`config.mk`:
```
export PLATFORM = sky130hd
export DESIGN_NAME = modular_inverse_unit
export DESIGN_NICKNAME = d
export VERILOG_FILES = /design/src/hw/rtl/modinv_pkg.sv /design/src/hw/rtl/modular_inverse_unit.sv /design/src/hw/rtl/modinv_div.sv
export SDC_FILE = /design/constraint.sdc
export NUM_CORES = 1
export LEC_CHECK = 0
export BUFFER_PORTS_ARGS = -buffer_cell sky130_fd_sc_hd__buf_2
export CORE_MARGIN = 2
export CORE_UTILIZATION = 55
export CTS_CLUSTER_DIAMETER = 150
export DETAILED_ROUTE_END_ITERATION = 8
export PLACE_DENSITY = 0.73
export SETUP_SLACK_MARGIN = 0.05
export SLEW_MARGIN = 10
export SYNTH_ARGS = -nofsm -noshare
export SYNTH_HDL_FRONTEND = slang
export SYNTH_SLANG_ARGS = --single-unit
```
`constraint.sdc`:
```
create_clock -name i_clk -period 14.9 [get_ports i_clk]
set_clock_uncertainty 0.05 [all_clocks]
set_input_delay 1.49 -clock i_clk [delete_from_list [all_inputs] [get_ports i_clk]]
set_output_delay 1.49 -clock i_clk [all_outputs]
set_load 0.02 [all_outputs]
```
`src/hw/rtl/modinv_pkg.sv`:
```
// Shared types for the modular inverse unit.
// No dependencies; imported by modinv_div and modular_inverse_unit.
`default_nettype none

package modinv_pkg;

    // status of the serial divide/accumulate unit
    typedef struct packed {
        logic busy;
        logic done;
    } t_div_stat;

endpackage

`default_nettype wire

```
`src/hw/rtl/modular_inverse_unit.sv`:
```
// Steps: input capture, Euclid rounds (check and divide), final reduction modulo m, output load;
// moduli 0 and 1, and items with no inverse after the rounds, skip the final reduction.
// Each round uses the serial divider: one quotient bit per cycle.
// Throughput: one item at a time; a new item is taken once the previous result is loaded.
// Reset: synchronous active-low i_rst_n clears the controller and output valid.
// Top level of the modular inverse unit; uses modinv_pkg and modinv_div.
`default_nettype none

module modular_inverse_unit #(
    parameter int WIDTH = 32
) (
    input  wire logic             i_clk,
    input  wire logic             i_rst_n,
    input  wire logic             i_valid,
    output logic                  o_stall,
    input  wire logic [WIDTH-1:0] i_value,
    input  wire logic [WIDTH-1:0] i_modulus,
    output logic                  o_valid,
    input  wire logic             i_stall,
    output logic      [WIDTH-1:0] o_inverse,
    output logic                  o_exists
);
    import modinv_pkg::*;

    localparam logic [2:0] ST_IDLE   = 3'd0;
    localparam logic [2:0] ST_CHECK  = 3'd1;
    localparam logic [2:0] ST_DIV    = 3'd2;
    localparam logic [2:0] ST_MOD    = 3'd3;
    localparam logic [2:0] ST_FINISH = 3'd4;

    logic [2:0]       r_state, n_state;
    logic [WIDTH-1:0] r_a, r_b, r_m, r_cur, r_nxt;
    logic [WIDTH-1:0] n_a, n_b, n_m, n_cur, n_nxt;
    logic             r_neg, n_neg;
    logic [WIDTH-1:0] r_res, n_res;
    logic             r_res_ok, n_res_ok;
    logic             r_out_valid, n_out_valid;
    logic [WIDTH-1:0] r_inverse, n_inverse;
    logic             r_exists, n_exists;

    logic             div_start;
    logic [WIDTH-1:0] div_dividend, div_divisor, div_mult;
    logic [WIDTH-1:0] div_rem, div_prod;
    t_div_stat        div_stat;

    logic in_take, out_take;

    assign o_stall  = (r_state != ST_IDLE);
    assign in_take  = i_valid && !o_stall;
    assign out_take = r_out_valid && !i_stall;

    modinv_div #(.WIDTH(WIDTH)) u_div (
        .i_clk      (i_clk),
        .i_rst_n    (i_rst_n),
        .i_start    (div_start),
        .i_dividend (div_dividend),
        .i_divisor  (div_divisor),
        .i_mult     (div_mult),
        .o_rem      (div_rem),
        .o_prod     (div_prod),
        .o_stat     (div_stat)
    );

    always_comb begin
        n_state      = r_state;
        n_a          = r_a;
        n_b          = r_b;
        n_m          = r_m;
        n_cur        = r_cur;
        n_nxt        = r_nxt;
        n_neg        = r_neg;
        n_res        = r_res;
        n_res_ok     = r_res_ok;
        n_out_valid  = r_out_valid && !out_take;
        n_inverse    = r_inverse;
        n_exists     = r_exists;
        div_start    = 1'b0;
        div_dividend = r_a;
        div_divisor  = r_b;
        div_mult     = r_nxt;

        case (r_state)
            ST_IDLE: begin
                if (in_take) begin
                    n_a   = i_value;
                    n_b   = i_modulus;
                    n_m   = i_modulus;
                    n_cur = WIDTH'(1);
                    n_nxt = '0;
                    n_neg = 1'b0;
                    if (i_modulus == WIDTH'(1)) begin
                        n_res    = WIDTH'(1);
                        n_res_ok = 1'b1;
                        n_state  = ST_FINISH;
                    end else if (i_modulus == '0) begin
                        n_res    = '0;
                        n_res_ok = 1'b0;
                        n_state  = ST_FINISH;
                    end else begin
                        n_state = ST_CHECK;
                    end
                end
            end
            ST_CHECK: begin
                if (r_a > WIDTH'(1) && r_b != '0) begin
                    div_start = 1'b1;
                    n_state   = ST_DIV;
                end else if (r_a != WIDTH'(1)) begin
                    n_res    = '0;
                    n_res_ok = 1'b0;
                    n_state  = ST_FINISH;
                end else begin
                    // reduce the coefficient modulo m
                    div_start    = 1'b1;
                    div_dividend = r_cur;
                    div_divisor  = r_m;
                    div_mult     = '0;
                    n_state      = ST_MOD;
                end
            end
            ST_DIV: begin
                if (div_stat.done) begin
                    n_a     = r_b;
                    n_b     = div_rem;
                    n_cur   = r_nxt;
                    n_nxt   = r_cur + div_prod;
                    n_neg   = !r_neg;
                    n_state = ST_CHECK;
                end
            end
            ST_MOD: begin
                if (div_stat.done) begin
                    n_res    = (r_neg && div_rem != '0) ? (r_m - div_rem) : div_rem;
                    n_res_ok = 1'b1;
                    n_state  = ST_FINISH;
                end
            end
            ST_FINISH: begin
                if (!r_out_valid || !i_stall) begin
                    n_inverse   = r_res;
                    n_exists    = r_res_ok;
                    n_out_valid = 1'b1;
                    n_state     = ST_IDLE;
                end
            end
            default: begin
                n_state = ST_IDLE;
            end
        endcase
    end

    always_ff @(posedge i_clk) begin
        if (!i_rst_n) begin
            r_state     <= ST_IDLE;
            r_out_valid <= 1'b0;
        end else begin
            r_state     <= n_state;
            r_out_valid <= n_out_valid;
        end
    end

    always_ff @(posedge i_clk) begin
        r_a       <= n_a;
        r_b       <= n_b;
        r_m       <= n_m;
        r_cur     <= n_cur;
        r_nxt     <= n_nxt;
        r_neg     <= n_neg;
        r_res     <= n_res;
        r_res_ok  <= n_res_ok;
        r_inverse <= n_inverse;
        r_exists  <= n_exists;
    end

    assign o_valid   = r_out_valid;
    assign o_inverse = r_inverse;
    assign o_exists  = r_exists;

    a_none_is_zero: assert property (@(posedge i_clk) disable iff (!i_rst_n)
        (r_out_valid && !r_exists) |-> (r_inverse == '0))
        else $error("no-inverse item carries a nonzero value");

    a_div_only_in_round: assert property (@(posedge i_clk) disable iff (!i_rst_n)
        div_stat.busy |-> (r_state == ST_DIV || r_state == ST_MOD))
        else $error("divider busy outside a round or reduction");

    a_out_hold: assert property (@(posedge i_clk) disable iff (!i_rst_n)
        (r_out_valid && i_stall) |=>
            (r_out_valid && $stable(r_inverse) && $stable(r_exists)))
        else $error("stalled result item changed or dropped");

endmodule

`default_nettype wire

```
`src/hw/rtl/modinv_div.sv`:
```
// Radix-2 serial divider with a shift-add product of the quotient.
// One quotient bit per cycle, MSB first; uses modinv_pkg.
`default_nettype none

module modinv_div #(
    parameter int WIDTH = 32
) (
    input  wire logic                   i_clk,
    input  wire logic                   i_rst_n,
    input  wire logic                   i_start,
    input  wire logic [WIDTH-1:0]       i_dividend,
    input  wire logic [WIDTH-1:0]       i_divisor,
    input  wire logic [WIDTH-1:0]       i_mult,
    output logic      [WIDTH-1:0]       o_rem,
    output logic      [WIDTH-1:0]       o_prod,
    output modinv_pkg::t_div_stat       o_stat
);
    import modinv_pkg::*;

    localparam int CW = $clog2(WIDTH + 1);

    logic            r_busy, r_done;
    logic [CW-1:0]   r_cnt;
    logic [WIDTH-1:0] r_rem, r_dq, r_div, r_mult, r_prod;

    logic [WIDTH:0]   shifted;
    logic             qbit;
    logic [WIDTH:0]   diff;
    logic [WIDTH-1:0] n_rem, n_prod;

    always_comb begin
        shifted = {r_rem, r_dq[WIDTH-1]};
        qbit    = (shifted >= {1'b0, r_div});
        diff    = shifted - {1'b0, r_div};
        // partial remainder stays below the divisor, so it fits WIDTH bits
        n_rem   = qbit ? diff[WIDTH-1:0] : shifted[WIDTH-1:0];
        // q * mult mod 2^WIDTH, Horner form over quotient bits
        n_prod  = {r_prod[WIDTH-2:0], 1'b0} + (qbit ? r_mult : '0);
    end

    always_ff @(posedge i_clk) begin
        if (!i_rst_n) begin
            r_busy <= 1'b0;
            r_done <= 1'b0;
            r_cnt  <= '0;
        end else begin
            r_done <= 1'b0;
            if (i_start) begin
                r_busy <= 1'b1;
                r_cnt  <= CW'(WIDTH);
            end else if (r_busy) begin
                r_cnt <= r_cnt - 1'b1;
                if (r_cnt == CW'(1)) begin
                    r_busy <= 1'b0;
                    r_done <= 1'b1;
                end
            end
        end
    end

    always_ff @(posedge i_clk) begin
        if (i_start) begin
            r_rem  <= '0;
            r_dq   <= i_dividend;
            r_div  <= i_divisor;
            r_mult <= i_mult;
            r_prod <= '0;
        end else if (r_busy) begin
            r_rem  <= n_rem;
            r_dq   <= {r_dq[WIDTH-2:0], qbit};
            r_prod <= n_prod;
        end
    end

    assign o_rem       = r_rem;
    assign o_prod      = r_prod;
    assign o_stat.busy = r_busy;
    assign o_stat.done = r_done;

    a_done_after_busy: assert property (@(posedge i_clk) disable iff (!i_rst_n)
        r_done |-> $past(r_busy))
        else $error("divider done without a preceding busy step");

    a_no_restart: assert property (@(posedge i_clk) disable iff (!i_rst_n)
        i_start |-> !r_busy)
        else $error("divider started while busy");

    a_rem_range: assert property (@(posedge i_clk) disable iff (!i_rst_n)
        r_done |-> (r_rem < r_div))
        else $error("remainder not below divisor");

endmodule

`default_nettype wire

```
After elaboration in Yosys (flattened, before gate mapping). Index checks and enable logic that the tools add are counted.

Flip-flop bits (word level): 399. Output and inout port bits: 35.

Add/sub/neg operators: 5. $lt $le $gt $ge: 2. Equal/unequal tests: 14. Multiplexer cells: 63. Bitwise operators: 2. Reduce and logical (&&, ||, !) cells: 26.

Operators by type and width (number): two-way mux 32 bit (28); case mux 32 bit (2 select lines) (4); case mux 32 bit (3 select lines) (1); adder 32 bit (2); nonzero test 32 bit (2); subtractor 32 bit (2); >= comparator 33 x 32 -> 1 bit (1); == test 32 x 1 -> 1 bit, second input constant (1); > comparator 32 x 1 -> 1 bit, second input constant (1); zero test 32 bit (1); inequality test 32 x 1 -> 1 bit, second input constant (1); two-way mux 3 bit (8); two-way mux 1 bit (17); case mux 3 bit (5 select lines) (1); two-way mux 6 bit (2); inequality test 2 bit, second input constant (4); == test 3 x 2 -> 1 bit, second input constant (2); == test 6 x 1 -> 1 bit, second input constant (1); AND reduction 6 bit (1); nonzero test 3 bit (2); subtractor 6 x 1 -> 6 bit, second input constant (1); logical AND 1 bit (5); zero test 1 bit (5); inequality test 2 x 1 -> 1 bit, second input constant (2); other kinds (14) (17).

Depth between registers and ports, before layout. Gate-level depths: netlist of run 1.

Word-level depth: 6. Depth in mapped cells: 25. Gate-level depth less buffers: 22.

Cells and area by module. Synthesis of run 1 repeated with hierarchy kept, for this count alone.

Cells, all modules: 2153. Area, all modules: 22263.9 µm².

Modules (own cells, without submodules): modular_inverse_unit (times used 1, cells each 1228, area an instance 12871.1 µm², seq. area each 6896.6 µm²); modinv_div (times used 1, cells each 925, area an instance 9392.8 µm², seq. area each 4324.1 µm²).

Least setup slack after synthesis of run 1. No wires, ideal clock.

Path type: input-to-reg. From: input port i_valid. To: register r_a[0] (enable). Library setup time: 0.487 ns. Arrival: 5.039 ns. Slack: 9.324 ns. Stages: 2. Path buffers: 0. Cells stage by stage: and3_1 a21o_1.

Word-level cells in the longest chain between the ends: 3.

Ends and longest elaborated chain: start: declaration (line modular_inverse_unit.sv:14) `input wire logic i_valid,`; logical AND 1 bit (line modular_inverse_unit.sv:49) `assign in_take = i_valid && !o_stall;`; inequality test 2 bit (no source line); AND reduction 3 bit (no source line); end signal: assignment (line modular_inverse_unit.sv:163) `r_a <= n_a;`; end: declaration (line modular_inverse_unit.sv:32) `logic [WIDTH-1:0] r_a, r_b, r_m, r_cur, r_nxt;`.

Every way passes these cells. A chain may end at the register's enable or synchronous reset.

Final worst setup path of run 1.
From: register u_div.r_div[15]. To: register u_div.r_prod[30], in the netlist u_div.o_prod[30].

Word-level cells in the longest chain between the ends: 3.

Ends and longest elaborated chain: start: declaration (line modinv_div.sv:24) `logic [WIDTH-1:0] r_rem, r_dq, r_div, r_mult, r_prod;`; start signal: assignment (line modinv_div.sv:65) `r_div <= i_divisor;`; >= comparator 33 x 32 -> 1 bit (line modinv_div.sv:33) `qbit = (shifted >= {1'b0, r_div});`; two-way mux 32 bit (line modinv_div.sv:38) `n_prod = {r_prod[WIDTH-2:0], 1'b0} + (qbit ? r_mult : '0);`; adder 32 bit (line modinv_div.sv:38); end signal: assignment (line modinv_div.sv:71) `r_prod <= n_prod;`; end: declaration (line modinv_div.sv:24).

Every way passes these cells.

==> impl_metrics.csv, run 1 <==
group,metric,value,unit
cells_and_area,nets,2459,
power_and_ir_drop,leakagePower,10.2,nW
global_route,grt_pass1_vias,16600,
route,ant_nets,0,
placed_design,place.gp.congestion,0.944,
clock_network,clock_latency,0.59,ns
worst_hold_path,min_from,"r_res[2]$_DFFE_PP_",
cells_and_area,fillerInstances,3211,
clock_network,clk_path_buf_depth,3,
floorplanning,rows,73,
clock_network,cts_tree,"built",
cells_and_area,drive_above_1_share,0.108,
critical_path,required,15.34,ns
global_route,grt_max_degree,97,
run_status,status,"complete, no violations",
placed_design,hpwl,40900,um
route,dr.pass1.iters,6,
route,drcViolationCount,0,
critical_path,cp-end-kind,"flop",
synth,synth_fp_nets,2387,
synth,syn-cell-area,22300,um2
power_and_ir_drop,power.density,233,nW/um2
critical_path,crit_slowest_cell,"nor2_4",
clock_network,ctsHoldBuffers,0,
route,vias,17500,
sta,tightest_slew,1.23,ns
sta,fmax,0.144,GHz
critical_path,start_kind,"flop",
cells_and_area,final_cell_area,24800,um2
sta,max_slew_margin,0.180,
route,wl_per_cell,21.0,um
clock_network,htreeDepth,2,
floorplanning,die_width,205,um
sta,slew_viol_final,0,
sta,min_period,6.94,ns
sta,setup_viol,0,
floorplanning,start_util,0.559,
critical_path,reg2reg_depth,22,
floorplanning,fp.dieArea,42200,um2
critical_path,r2r_end,"u_div.o_prod[30]$_SDFFE_PP0P_",
critical_path,crit_chain,"inv_1 -> ha_1 -> nand4_1 -> or4_1 -> nor4_1 -> a211oi_1 -> or3b_1 -> o21ba_4 -> nor2_4 -> buf_4 -> and2_1 -> ha_1 -> a21o_1 -> a21oi_1 -> o21ai_0 -> nand4b_1 -> and3_1 -> a221oi_1 -> a221oi_1 -> o22ai_1 -> mux2_2 -> o22ai_1",
synth,synth-seq-cells,399,
critical_path,reg2reg_from,"u_div.r_div[15]$_DFFE_PP_",
clock_network,cts_resized,0,
cells_and_area,layout_common_cells,"323 x edfxtp_1, 249 x nand2_1, 169 x nor2_1",
route,vias_per_cell,6.20,
critical_path,path_max_fanout,57,
sta,rsz0062_at_grt,"false",
cells_and_area,diodes,0,
placed_design,portBuffers,102,
global_route,grt_use_total,0.280,
synth,yosys_warnings,0,
synth,synth_edf_count,323,
synth,ys_seq_area_frac,0.503,
floorplanning,io_pins,103,
critical_path,crit_type,"reg2reg",
route,drt_wl_total,59200,um
synth,synth_cell_types,72,
clock_network,cts_root_buf,"clkbuf_16",
worst_hold_path,holdPathEnd,"o_inverse[2]$_DFFE_PP_",
critical_path,rrSetupSlack,7.96,ns
global_route,grt_antenna_before_repair,1,
synth,syn-instance-count,2189,
floorplanning,die_h,205,um
synth,async_flop_share,0,
sta,period_share,0.466,
critical_path,cp.arrival,7.38,ns
cells_and_area,areaGrowthSynthToFinish,11.2,%
clock_network,cts.clk_slew.worst_paths,0.06,ns
cells_and_area,final_common_cell,"edfxtp_1",
flow_run,maxCapViolCount,0,
synth,synthFlopType,"edfxtp_1",
global_route,grt_pass1_wl,91400,um
floorplanning,coreArea,39900,um2
worst_hold_path,whs_path_depth,0,
clock_network,clock-sinks,399,
worst_hold_path,min_path_type,"reg2reg",
global_route,gr-total-overflow,0,
route,drt-initial-drc-count,1780,
power_and_ir_drop,ir_drop,0.106,mV
critical_path,max_stage_delay,0.66,ns
placed_design,place_area,23300,um2
clock_network,cts_post_setup_buffers_inserted,0,
synth,syn_area_per_cell,10.2,um2
sta,hold_viol_final,0,
clock_network,cts_buffers,43,
sta,setup_tns,0,ns
[cell families (layout without fill, tap and decap cells)]
group | Yosys count | in the layout | synth area share
simple gates | 745 | 745 | 0.161
compound gates | 571 | 571 | 0.163
flops | 399 | 399 | 0.503
buf+inv | 198 | 304 | 0.0355
fa+ha+maj | 130 | 130 | 0.0743
xor+xnor | 84 | 84 | 0.0330
mux | 62 | 62 | 0.0297
[how the worst max path moves through the flow]
stage	start	to	slack (ns)
finish	u_div.r_div[15]$_DFFE_PP_	u_div.o_prod[30]$_SDFFE_PP0P_	7.96
global route	u_div.r_div[15]$_DFFE_PP_	u_div.o_prod[30]$_SDFFE_PP0P_	7.50
CTS	u_div.r_div[15]$_DFFE_PP_	u_div.o_prod[30]$_SDFFE_PP0P_	8.07
detailed placement	u_div.r_div[15]$_DFFE_PP_	u_div.o_prod[30]$_SDFFE_PP0P_	8.10
global placement	u_div.o_rem[15]$_SDFFE_PP0P_	u_div.o_prod[30]$_SDFFE_PP0P_	8.42
floorplan	i_valid	r_a[0]$_DFFE_PP_	9.32
[synthesized netlist by cell type (4+ instances only)]
| cell type | count | area [um2] |
|---|---|---|
| inv_1 | 104 | 390 |
| nor3b_1 | 4 | 30.0 |
| a21oi_1 | 139 | 696 |
| a22oi_1 | 30 | 225 |
| edfxtp_1 | 323 | 9700 |
| a41oi_1 | 6 | 52.6 |
| buf_2 | 4 | 20.0 |
| and2_1 | 36 | 225 |
| a221oi_1 | 4 | 35.0 |
| a211o_1 | 9 | 78.8 |
| nor3_1 | 34 | 170 |
| mux2i_1 | 28 | 280 |
| or3_1 | 13 | 81.3 |
| o31a_1 | 6 | 52.6 |
| buf_1 | 7 | 26.3 |
| nand2_1 | 251 | 942 |
| dfxtp_1 | 76 | 1520 |
| a21boi_0 | 4 | 30.0 |
| o21ai_0 | 145 | 726 |
| a311oi_1 | 8 | 70.1 |
| and4_1 | 5 | 43.8 |
| o21ai_1 | 5 | 25.0 |
| o22ai_1 | 8 | 50.1 |
| nor2_1 | 173 | 649 |
| a211oi_1 | 41 | 308 |
| buf_6 | 4 | 45.0 |
| ha_1 | 126 | 1580 |
| o21bai_1 | 14 | 105 |
| nand2b_1 | 16 | 100 |
| xnor2_1 | 55 | 482 |
| a21o_1 | 61 | 458 |
| o211ai_1 | 13 | 97.6 |
| clkbuf_1 | 73 | 274 |
| nor2b_1 | 54 | 338 |
| and3_1 | 59 | 369 |
| nor4_1 | 38 | 238 |
| nand4_1 | 22 | 138 |
| nand3_1 | 24 | 120 |
| o21a_1 | 24 | 180 |
| a31oi_1 | 24 | 150 |
| mux2_2 | 34 | 383 |
| fa_1 | 4 | 80.1 |
| xor2_1 | 29 | 254 |
[per-layer routing]
layer / track usage / part of all wire / up-vias
met4: 0.107 / 0.034 / 2
met5: 0 / 0.00022 / -
met2: 0.421 / 0.43 / 785
li1: - / - / 8213
met1: 0.407 / 0.45 / 8355
met3: 0.0455 / 0.087 / 124
[worst max-delay path, delay by kind of cell, from the launching register on]
family / cells / cell delay [ns]
simple gates: 8 / 2.51
compound gates: 9 / 2.27
buf+inv: 2 / 0.65
fa+ha+maj: 2 / 0.62
flops: 1 / 0.35
mux: 1 / 0.35
[area by class of cell]
| class | count | area [um2] | area share |
|---|---|---|---|
| repair buffers | 120 | 646 | 0.0260 |
| inverters | 105 | 397 | 0.0160 |
| clock buffers | 46 | 1090 | 0.0439 |
| flip-flops and latches | 399 | 11200 | 0.453 |
| clock inverters | 33 | 423 | 0.0171 |
| well taps | 525 | 657 | 0.0265 |
| multi-input cells | 1592 | 10400 | 0.418 |
[stage by stage]
stage               hold slack (ns)  power, mW  instances  utilization  setup slack, ns
floorplan                     0.350       3.90       2189            -             9.32
global placement              0.352       4.52       2741        0.583             8.42
detailed placement            0.355       4.57       2741        0.583             8.10
CTS                           0.366       5.75       2820        0.621             8.07
global route                  0.372       6.13       2820        0.621             7.50
finish                        0.369       5.78       2820        0.621             7.96
[state kept, by name, summed over array words and instances, names as in the netlist, 6 cells and up]
register	flops
r_cur	32
u_div.r_mult	32
u_div.r_cnt	6
o_inverse	32
u_div.r_div	32
r_m	32
r_b	32
r_nxt	32
r_a	32
r_res	32
u_div.o_prod	32
u_div.r_dq	32
u_div.o_rem	32
[power breakdown]
| group | internal (mW) | total (mW) | switching, mW |
|---|---|---|---|
| logic | 0.946 | 2.60 | 1.65 |
| clock network | 0.676 | 1.15 | 0.471 |
| registers | 1.74 | 2.03 | 0.287 |
| total | 3.36 | 5.78 | 2.41 |
(Power assumes the default switching activity.)
==> run 2, diff against run 1 <==
--- a/config.mk
+++ b/config.mk
@@ -10,7 +10,7 @@
 export CORE_UTILIZATION = 55
 export CTS_CLUSTER_DIAMETER = 150
 export DETAILED_ROUTE_END_ITERATION = 8
-export PLACE_DENSITY = 0.73
+export PLACE_DENSITY = 0.75
 export SETUP_SLACK_MARGIN = 0.05
 export SLEW_MARGIN = 10
 export SYNTH_ARGS = -nofsm -noshare
==> constraint.sdc (replaced) <==
create_clock -name i_clk -period 5.9 [get_ports i_clk]
set_clock_uncertainty 0.05 [all_clocks]
set_input_delay 0.59 -clock i_clk [delete_from_list [all_inputs] [get_ports i_clk]]
set_output_delay 0.59 -clock i_clk [all_outputs]
set_load 0.02 [all_outputs]
==> impl_metrics.csv, run 2 (same netlist as run 1, synthesis figures left out) <==
group,metric,value,unit
run_status,status,"complete, no violations",
worst_hold_path,min_from,"i_modulus[6]",
critical_path,required,6.30,ns
clock_network,ctsHoldBuffers,0,
route,drt-initial-drc-count,1974,
floorplanning,fp.dieArea,42200,um2
critical_path,cp-end-kind,"flop",
clock_network,clock-sinks,399,
route,vias,17500,
global_route,grt_pass1_vias,16600,
clock_network,cts_buffers,43,
placed_design,place_ws,0.387,ns
sta,fmax,0.180,GHz
critical_path,path_max_fanout,11,
floorplanning,coreArea,39900,um2
route,dr.pass1.iters,6,
floorplanning,start_util,0.559,
floorplanning,die_width,205,um
power_and_ir_drop,power.density,592,nW/um2
critical_path,crit_type,"reg2reg",
placed_design,place.gp.congestion,0.928,
power_and_ir_drop,ir_drop,0.293,mV
sta,layout_setup_ws,0.331,ns
sta,setup_tns,0,ns
critical_path,start_kind,"flop",
placed_design,hpwl,41900,um
clock_network,cts_post_setup_buffers_inserted,0,
clock_network,cts_root_buf,"clkbuf_16",
route,wl_per_cell,21.3,um
floorplanning,rows,73,
power_and_ir_drop,power,14.7,mW
power_and_ir_drop,leakagePower,10.3,nW
power_and_ir_drop,intPower,8.56,mW
cells_and_area,multiInputGateArea,10400,um2
flow_run,maxCapViolCount,0,
clock_network,clock_latency,0.57,ns
cells_and_area,layout_common_cells,"323 x edfxtp_1, 250 x nand2_1, 169 x nor2_1",
global_route,gr-total-overflow,0,
power_and_ir_drop,pwr-share-clk,0.193,
critical_path,reg2reg_from,"u_div.o_rem[25]$_SDFFE_PP0P_",
placed_design,portBuffers,102,
clock_network,cts.clk_slew.worst_paths,0.06,ns
critical_path,cp.arrival,5.97,ns
worst_hold_path,whs_path_depth,1,
sta,slew_viol_final,0,
critical_path,rrSetupSlack,0.33,ns
power_and_ir_drop,p_sw_frac,0.419,
route,drt_wl_total,60300,um
cells_and_area,drive_above_1_share,0.114,
power_and_ir_drop,switchingPower,6.17,mW
clock_network,clk_path_buf_depth,3,
cells_and_area,final_cell_area,24900,um2
floorplanning,die_h,205,um
global_route,grt_pass1_wl,92900,um
placed_design,place_area,23400,um2
critical_path,r2r_end,"u_div.o_prod[27]$_SDFFE_PP0P_",
route,drcViolationCount,0,
cells_and_area,final_common_cell,"edfxtp_1",
route,ant_nets,0,
sta,rsz0062_at_grt,"true",
cells_and_area,diodes,0,
global_route,grt_max_degree,97,
floorplanning,io_pins,103,
cells_and_area,final_util,0.623,
sta,tightest_slew,1.04,ns
power_and_ir_drop,p_seq_frac,0.347,
power_and_ir_drop,comb_power_share,0.460,
global_route,grt_use_total,0.285,
clock_network,cts_tree,"built",
route,vias_per_cell,6.17,
worst_hold_path,min_path_type,"in2reg",
worst_hold_path,holdPathEnd,"r_m[6]$_DFFE_PP_",
critical_path,reg2reg_depth,21,
global_route,grt_antenna_before_repair,2,
sta,max_slew_margin,0.304,
cells_and_area,fillerInstances,3153,
sta,period_share,0.944,
clock_network,htreeDepth,2,
cells_and_area,areaGrowthSynthToFinish,11.6,%
sta,hold_viol_final,0,
cells_and_area,regArea,11200,um2
sta,min_period,5.57,ns
cells_and_area,nets,2472,
sta,setup_viol,0,
## run 2: worst max-delay path, cell delays in order, from the launching register on
cell and delay, ns:
dfxtp_1 0.35, ha_1 0.37, and4_1 0.24, or3b_1 0.20, nor4_1 0.06, a211oi_1 0.27, or3b_1 0.39, o21ba_4 0.35
nor2_4 0.12, and2_1 0.21, ha_1 0.21, fa_1 0.42, a211o_1 0.35, a221o_1 0.33, a21oi_1 0.25, buf_4 0.17
o211ai_1 0.16, a31oi_1 0.34, o21ai_0 0.19, xor2_1 0.17, mux2i_1 0.17, nor2_1 0.06
## run 2: through the flow
| stage | std cells | hold WS, ns |
|---|---|---|
| 2_1_floorplan | 2189 | 0.350 |
| 3_3_place_gp | 2752 | 0.351 |
| 3_5_place_dp | 2752 | 0.355 |
| 4_1_cts | 2831 | 0.163 |
| 5_1_grt | 2833 | 0.178 |
| 6_report | 2833 | 0.185 |
## run 2: worst max-delay path by stage
stage                                      start                            end  slack, ns  depth (start not counted)
floorplan           u_div.o_rem[25]$_SDFFE_PP0P_  u_div.o_prod[31]$_SDFFE_PP0P_       0.79                         23
global placement    u_div.o_rem[16]$_SDFFE_PP0P_  u_div.o_prod[31]$_SDFFE_PP0P_       0.52                         20
detailed placement  u_div.o_rem[25]$_SDFFE_PP0P_  u_div.o_prod[31]$_SDFFE_PP0P_       0.39                         21
CTS                 u_div.o_rem[25]$_SDFFE_PP0P_  u_div.o_prod[31]$_SDFFE_PP0P_       0.36                         21
global route        u_div.o_rem[16]$_SDFFE_PP0P_  u_div.o_prod[30]$_SDFFE_PP0P_       0.01                         21
finish              u_div.o_rem[25]$_SDFFE_PP0P_  u_div.o_prod[27]$_SDFFE_PP0P_       0.33                         21
## run 2: routing by layer
| layer | vias to the layer above | share of wire | global-route usage | routed length (um) |
|---|---|---|---|---|
| met5 | - | 0.00051 | 0 | 31 |
| met4 | 4 | 0.031 | 0.103 | 1890 |
| met3 | 118 | 0.092 | 0.0578 | 5520 |
| met2 | 799 | 0.43 | 0.424 | 26000 |
| met1 | 8314 | 0.44 | 0.415 | 26800 |
| li1 | 8238 | - | - | - |
## run 2: layout make-up
type,instances,area share
flip-flops and latches,399,0.451
clock inverters,25,0.0116
well taps,525,0.0264
multi-input cells,1593,0.416
inverters,105,0.0159
clock buffers,54,0.0482
repair buffers,132,0.0306
## run 2: power groups by stage
stage / registers (mW) / clock network, mW / logic (mW)
finish: 5.11 / 2.85 / 6.77
CTS: 5.09 / 2.87 / 6.61
detailed placement: 5.13 / 0 / 6.55
global route: 5.19 / 2.98 / 7.48
global placement: 5.10 / 0 / 6.43
floorplan: 4.87 / 0 / 4.98
## run 2: repair_timing
action,4_1_cts,5_1_grt
endpoints found under the hold margin,0,0
endpoints found under the setup margin,0,5
resized for setup,0,0
